[src/hdl/egas_pkg.sv]
`timescale 1ns / 1ps
// Shared sizes, codes and helpers of the epsilon-greedy action selector.
package egas_pkg;

    localparam int unsigned STATES      = 256;
    localparam int unsigned ACTIONS     = 16;
    localparam int unsigned VALUE_WIDTH = 32;

    localparam int unsigned DEPTH  = STATES * ACTIONS;
    localparam int unsigned ADDR_W = $clog2(DEPTH);
    localparam int unsigned ROW_W  = (STATES > 1) ? $clog2(STATES) : 1;
    localparam int unsigned COL_W  = $clog2(ACTIONS);
    localparam int unsigned N_W    = $clog2(ACTIONS + 1);

    localparam int unsigned OP_W       = 2;
    localparam int unsigned STATE_IN_W = 8;
    localparam int unsigned ACTION_W   = 4;
    localparam int unsigned Q_W        = 32;
    localparam int unsigned DRAW_W     = 16;
    localparam int unsigned EPS_W      = 17;
    localparam int unsigned NUM_W      = 5;

    localparam int unsigned CFG_ADDR_W = 1;
    localparam int unsigned CFG_DATA_W = 17;

    localparam int unsigned DIV_CNT_W = $clog2(EPS_W + 1);

    localparam logic [EPS_W-1:0] EPS_ONE           = EPS_W'(65536);
    localparam logic [EPS_W-1:0] EPS_RESET         = EPS_W'(9830);
    localparam logic [NUM_W-1:0] NUM_ACTIONS_RESET = NUM_W'(16);

    typedef enum logic [OP_W-1:0] {
        OP_WRITE  = 2'd0,
        OP_SELECT = 2'd1,
        OP_PROB   = 2'd2
    } op_t;

    typedef enum logic [CFG_ADDR_W-1:0] {
        CFG_EPSILON     = 1'd0,
        CFG_NUM_ACTIONS = 1'd1
    } cfg_addr_t;

    // Reduce an 8-bit index modulo a constant by restoring subtraction
    function automatic logic [7:0] wrap_idx(input logic [7:0] v, input int unsigned m);
        logic [31:0] r;
        r = 32'(v);
        for (int k = 7; k >= 0; k--)
        begin
            if (r >= (32'(m) << k))
            begin
                r = r - (32'(m) << k);
            end
        end
        return r[7:0];
    endfunction

endpackage

[src/hdl/egas_div.sv]
`timescale 1ns / 1ps
// Restoring divider giving epsilon over the action count, one quotient bit a cycle.
module egas_div import egas_pkg::*; (
    input  logic             clk,
    input  logic             rst_n,
    input  logic             start,
    input  logic [EPS_W-1:0] dividend,
    input  logic [N_W-1:0]   divisor,
    output logic             busy,
    output logic [EPS_W-1:0] quotient
);

    logic                 busy_reg;
    logic [DIV_CNT_W-1:0] step_reg;
    logic [N_W-1:0]       divisor_reg;
    logic [N_W-1:0]       rem_reg;
    logic [EPS_W-1:0]     quo_reg;
    logic [N_W:0]         trial;
    logic                 fits;

    assign trial = {rem_reg, quo_reg[EPS_W-1]};
    assign fits  = trial >= {1'b0, divisor_reg};

    always_ff @(posedge clk or negedge rst_n)
    begin
        if (!rst_n)
        begin
            busy_reg    <= 1'b0;
            step_reg    <= '0;
            divisor_reg <= '0;
            rem_reg     <= '0;
            quo_reg     <= '0;
        end
        else if (start)
        begin
            busy_reg    <= 1'b1;
            step_reg    <= '0;
            divisor_reg <= divisor;
            rem_reg     <= '0;
            quo_reg     <= dividend;
        end
        else if (busy_reg)
        begin
            rem_reg  <= fits ? N_W'(trial - {1'b0, divisor_reg}) : N_W'(trial);
            quo_reg  <= {quo_reg[EPS_W-2:0], fits};
            step_reg <= step_reg + 1'b1;
            if (step_reg == DIV_CNT_W'(EPS_W - 1))
            begin
                busy_reg <= 1'b0;
            end
        end
    end

    assign busy     = busy_reg;
    assign quotient = quo_reg;

endmodule

[config.mk]
export PLATFORM = sky130hd
export DESIGN_NAME = egas_div
export DESIGN_NICKNAME = d
export VERILOG_FILES = /design/src/hdl/egas_pkg.sv /design/src/hdl/egas_div.sv
export SDC_FILE = /design/constraint.sdc
export NUM_CORES = 1
export LEC_CHECK = 0
export BUFFER_PORTS_ARGS = -buffer_cell sky130_fd_sc_hd__clkbuf_2
export CORE_UTILIZATION = 45
export CTS_BUF_LIST = sky130_fd_sc_hd__clkbuf_16
export DETAILED_ROUTE_END_ITERATION = 12
export PLACE_DENSITY = 0.71
export SYNTH_ARGS = -nofsm -noshare
export SYNTH_HDL_FRONTEND = slang
export SYNTH_SLANG_ARGS = --single-unit
[constraint.sdc]
create_clock -name clk -period 5.4 [get_ports clk]
set_input_delay 0.27 -clock clk [delete_from_list [all_inputs] [get_ports clk]]
set_output_delay 0.27 -clock clk [all_outputs]
set_load 0.1 [all_outputs]
; Yosys cells after proc, flatten, opt, wreduce, memory -nomap -nowiden
; Index checks and enable logic that the tools add are counted.
[totals]
register_bits = 33
inputBits = 25
out_inout_bits = 18
wordCells = 20
[classes]
add_sub_neg = 2
order_cmp = 1
n_eq_ne = 1
muxes = 10
n_reduce_logical = 1
[ops]
columns = op, n
row1 = $mux 17, 2
row2 = $mux 5, 5
row3 = $ge 6x5->1, 1
row4 = $add 5x1->5 const B, 1
row5 = $eq 5x5->1 const B, 1
row6 = $sub 5x5->5, 1
row7 = $mux 1, 3
row8 = $reduce_bool 2->1, 1

; Longest topological paths before layout
[logic_depth]
word_depth = 4
ltp_mapped = 7
ltp_nobuf = 7

; Least setup slack after synthesis
; Ideal clock, no wire load.
[synth_path]
path_type = reg-to-reg
start = reg quo_reg[16] (netlist: quotient[16])
end = reg rem_reg[0]
setup_ns = 0.096
arrival_time_ns = 2.310
required_time_ns = 5.304
setup_slack_ns = 2.994
stages_incl_launch_ff = 7
n_path_buf = 0
period_less_slack_ns = 2.406
cell_sequence = dfrtp_1 -> inv_1 -> ha_1 -> fa_1 -> a21o_1 -> a21o_1 -> a311oi_2
[synth_via]
elab_chain_cells = 4
elab_cells_between_ends = 5
classes_between = add/sub: 1 / order compare: 1 / mux: 3
[synth_rtl]
columns = item, line
row1 = from (decl), egas_div.sv:17  ; logic [EPS_W-1:0] quo_reg;
row2 = from (signal assigned), egas_div.sv:40  ; quo_reg <= dividend;
row3 = from (signal assigned), egas_div.sv:45  ; quo_reg <= {quo_reg[EPS_W-2:0], fits};
row4 = $sub 5x5->5 / $ge 6x5->1 (equally long branches), "egas_div.sv:44, egas_div.sv:22"
row5 = $mux 5 (*), egas_div.sv:44  ; rem_reg <= fits ? N_W'(trial - {1'b0, divisor_reg}) : N_W'(trial);
row6 = $mux 5 (*), egas_div.sv:42  ; else if (busy_reg)
row7 = $mux 5 (*), egas_div.sv:34  ; else if (start)
row8 = to (signal assigned), egas_div.sv:44
row9 = to (decl), egas_div.sv:16  ; logic [N_W-1:0] rem_reg;
; Every way passes the cells marked *; elsewhere a longest branch is shown, timed or not. The select of a mux whose other input is x is not followed.
; A chain may end at the register's enable or synchronous reset.

; Worst setup path in the final report
[layout_path]
start = reg quo_reg[16] (netlist: quotient[16])
end = reg rem_reg[1]
; The elaborated chain is that of the path after synthesis.

==> results.md <==
- Final setup TNS: 0 ns
- Drt initial violations: 33
- Antenna violations before repair: 0
- WL final: 3250 um
- H-tree lvl count: 2
- Slew of the pin with the lowest slew margin: 0.963 ns
- Worst Hold Class: in -> async
- Post-CTS sizing: 0
- Max FO, Critical Path: 8
- I/O Pins: 43
- Top-count cell post-synth: dfrtp_1
- Max VDD drop: 318 uV
- # rows: 22
- Critical Path Source Type: register
- Hpwl dp: 2250 um
- Seq cells post-synth: 33
- Global placer's final weighted congestion: 0.771
- Area of the multi-input gates: 823 um2
- TritonCTS clock tree: yes
- Mean Syn Cell Area: 9.95 um2
- Die area: 4100 um2
- Max reg flops: 17
- Synth area leaders: dfrtp_1 (48%), mux2i_1 (9.8%), o21ai_0 (7.2%)
- CTS buffer count: 5
- Register area: 826 um2
- Post-route cell area: 2120 um2
- Final setup viols: 0
- Status: completed
- Static Leak: 1.13 nW
- Initial core utilization: 0.469
- Synth top area share: 0.477
- Netlist cell types: 27
- Nets@finish: 246
- Port bufs: 42
- First-pass GRT wire length: 6020 um
- Cell count after synthesis: 174
- GRT overflow: 0
- Area of the core: 3690 um2
- Final hold slack: 0.0791 ns
- Setup bufs post-CTS: 0
- Post-synth EDFFs: 0
- Critical path endpoint category: register
- Via/cell ratio: 5.15
- Dominant cell type by area after synthesis: dfrtp_1
- Fin crit period: 1.90 ns
- Fraction of layout cells with a size suffix above 1: 0.252
- Max_cap viols: 0
- Root Buffer: clkbuf_16
- Fillers: 342
- Critical Path AT: 2.06 ns
- Number of hold buffers added after CTS: 0
- Data required time of the worst path: 5.56 ns
- Die X: 64.0 um
- Gr usage total: 0.190
- Hold Fails Final Rpt: 0
- Placed Area: 1960 um2
- DRT antenna net count: 0
- Die Height: 64.0 um
- Sequential area share after synthesis: 0.477
- Clk sinks: 33
- Vias in the first global route: 1378
- Area of the mapped netlist: 1730 um2
- WS Path Type: reg -> reg
- Fmax: 527 MHz
- Via count: 1350
- Mapped Nets: 207
- Commonest cells in the netlist: dfrtp_1 (33), o21ai_0 (25), nand2_1 (24)
- Routed WL per cell: 12.4 um
- Power per cell area: 461 nW/um2
- Synth Warn #: 0
- Main synth FF type: dfrtp_1
- Layout area overhead: 22.4%
- Asr flop ratio synth: 1.00
- Clk buf depth: 2
- DRC Markers: 0
- Drt pass-1 iters: 4
- Clock slew at the register clock pins of the worst setup and hold paths: 0.05 ns
- Fin crit share: 0.351
- Antenna diodes: 0
- Normalized max-slew margin: 0.358
- Final max-slew violation count: 0
- Worst Skew: 0.00490 ns
- Later-pin clock latency in the skew report: 0.27 ns
- Largest net degree at the start of global routing: 56
- RSZ-0062 raised after global routing: false
[metrics by stage]
stage | util | setup WS, ns | instances | power (mW)
CTS | 0.575 | 3.49 | 262 | 0.986
finish | 0.575 | 3.50 | 262 | 0.978
global placement | 0.531 | 3.58 | 254 | 0.666
global route | 0.575 | 3.39 | 262 | 1.04
floorplan | - | 2.99 | 174 | 0.616
detailed placement | 0.531 | 3.54 | 254 | 0.672
[routing by layer]
layer  up-vias  share of wire  track usage
li1        678              -            -
met1       642           0.48        0.242
met2        28           0.47        0.307
met3         2          0.042       0.0518
met4         0         0.0071       0.0682
met5         -              0            0
[kinds of logic (layout without fill, tap and decap cells)]
family                     count (synthesis)  count (layout)  synth area share
and+or+nand+nor                           49              49             0.122
AOI/OAI and AO/OA                         40              40             0.151
muxes                                     18              18             0.105
DFF                                       33              33             0.477
buffers and inverters                     19              59            0.0477
xor gates and xnor gates                   7               7            0.0354
adders and majority gates                  8               8            0.0621
[path summary, 6_finish.rpt]
| kind | slack, ns | to | start | cells after the start |
|---|---|---|---|---|
| max | 3.50 | rem_reg[1] | quotient[16] | 6 |
| min reg2reg | 0.52 | divisor_reg[0] | divisor_reg[0] | 1 |
| min | 0.08 | quotient[1] | rst_n | 1 |
| max reg2reg | 3.50 | rem_reg[1] | quotient[16] | 6 |
| min in group clk | 0.20 | quotient[11] | dividend[11] | 3 |
| max in group asynchronous | 4.81 | rem_reg[4] | rst_n | 1 |
[cell usage in the layout, fill, tap and decap left out]
cell type,synthesis,final
dfrtp_1,33,33
bufinv_16,0,1
nor3b_1,2,2
a311oi_2,3,3
mux2i_1,17,17
nand2b_1,1,1
mux2_2,1,1
xor2_1,3,3
buf_4,0,1
nor2_1,12,12
fa_1,1,1
clkbuf_16,0,5
a41oi_1,2,2
nand4_1,2,2
a21o_1,5,5
clkinv_1,0,1
nor2b_1,1,1
and2_1,1,1
a311oi_1,1,1
xnor2_1,4,4
ha_1,7,7
inv_1,8,9
nand3_1,6,6
clkbuf_2,0,42
o21ai_0,25,25
a21oi_1,3,3
nand2_1,24,24
a211oi_2,1,1
[cell type report]
| type | instances | share of cell area |
|---|---|---|
| Multi-Input combinational cell | 122 | 0.388 |
| Sequential cell | 33 | 0.390 |
| Inverter | 8 | 0.0142 |
| Clock inverter | 3 | 0.0177 |
| Clock buffer | 5 | 0.0590 |
| Timing Repair Buffer | 43 | 0.103 |
| Tap cell | 48 | 0.0283 |
[where the power goes]
group	internal, mW	switching, mW	total, mW
registers	0.285	0.0318	0.317
logic	0.114	0.241	0.355
clock network	0.214	0.0928	0.307
[critical path, cell delays in order (launching register included)]
cell,delay [ns]
dfrtp_1,0.38
inv_1,0.06
ha_1,0.21
fa_1,0.43
a21o_1,0.28
a21o_1,0.20
a311oi_2,0.24
Power figures use the tool's default switching activity.
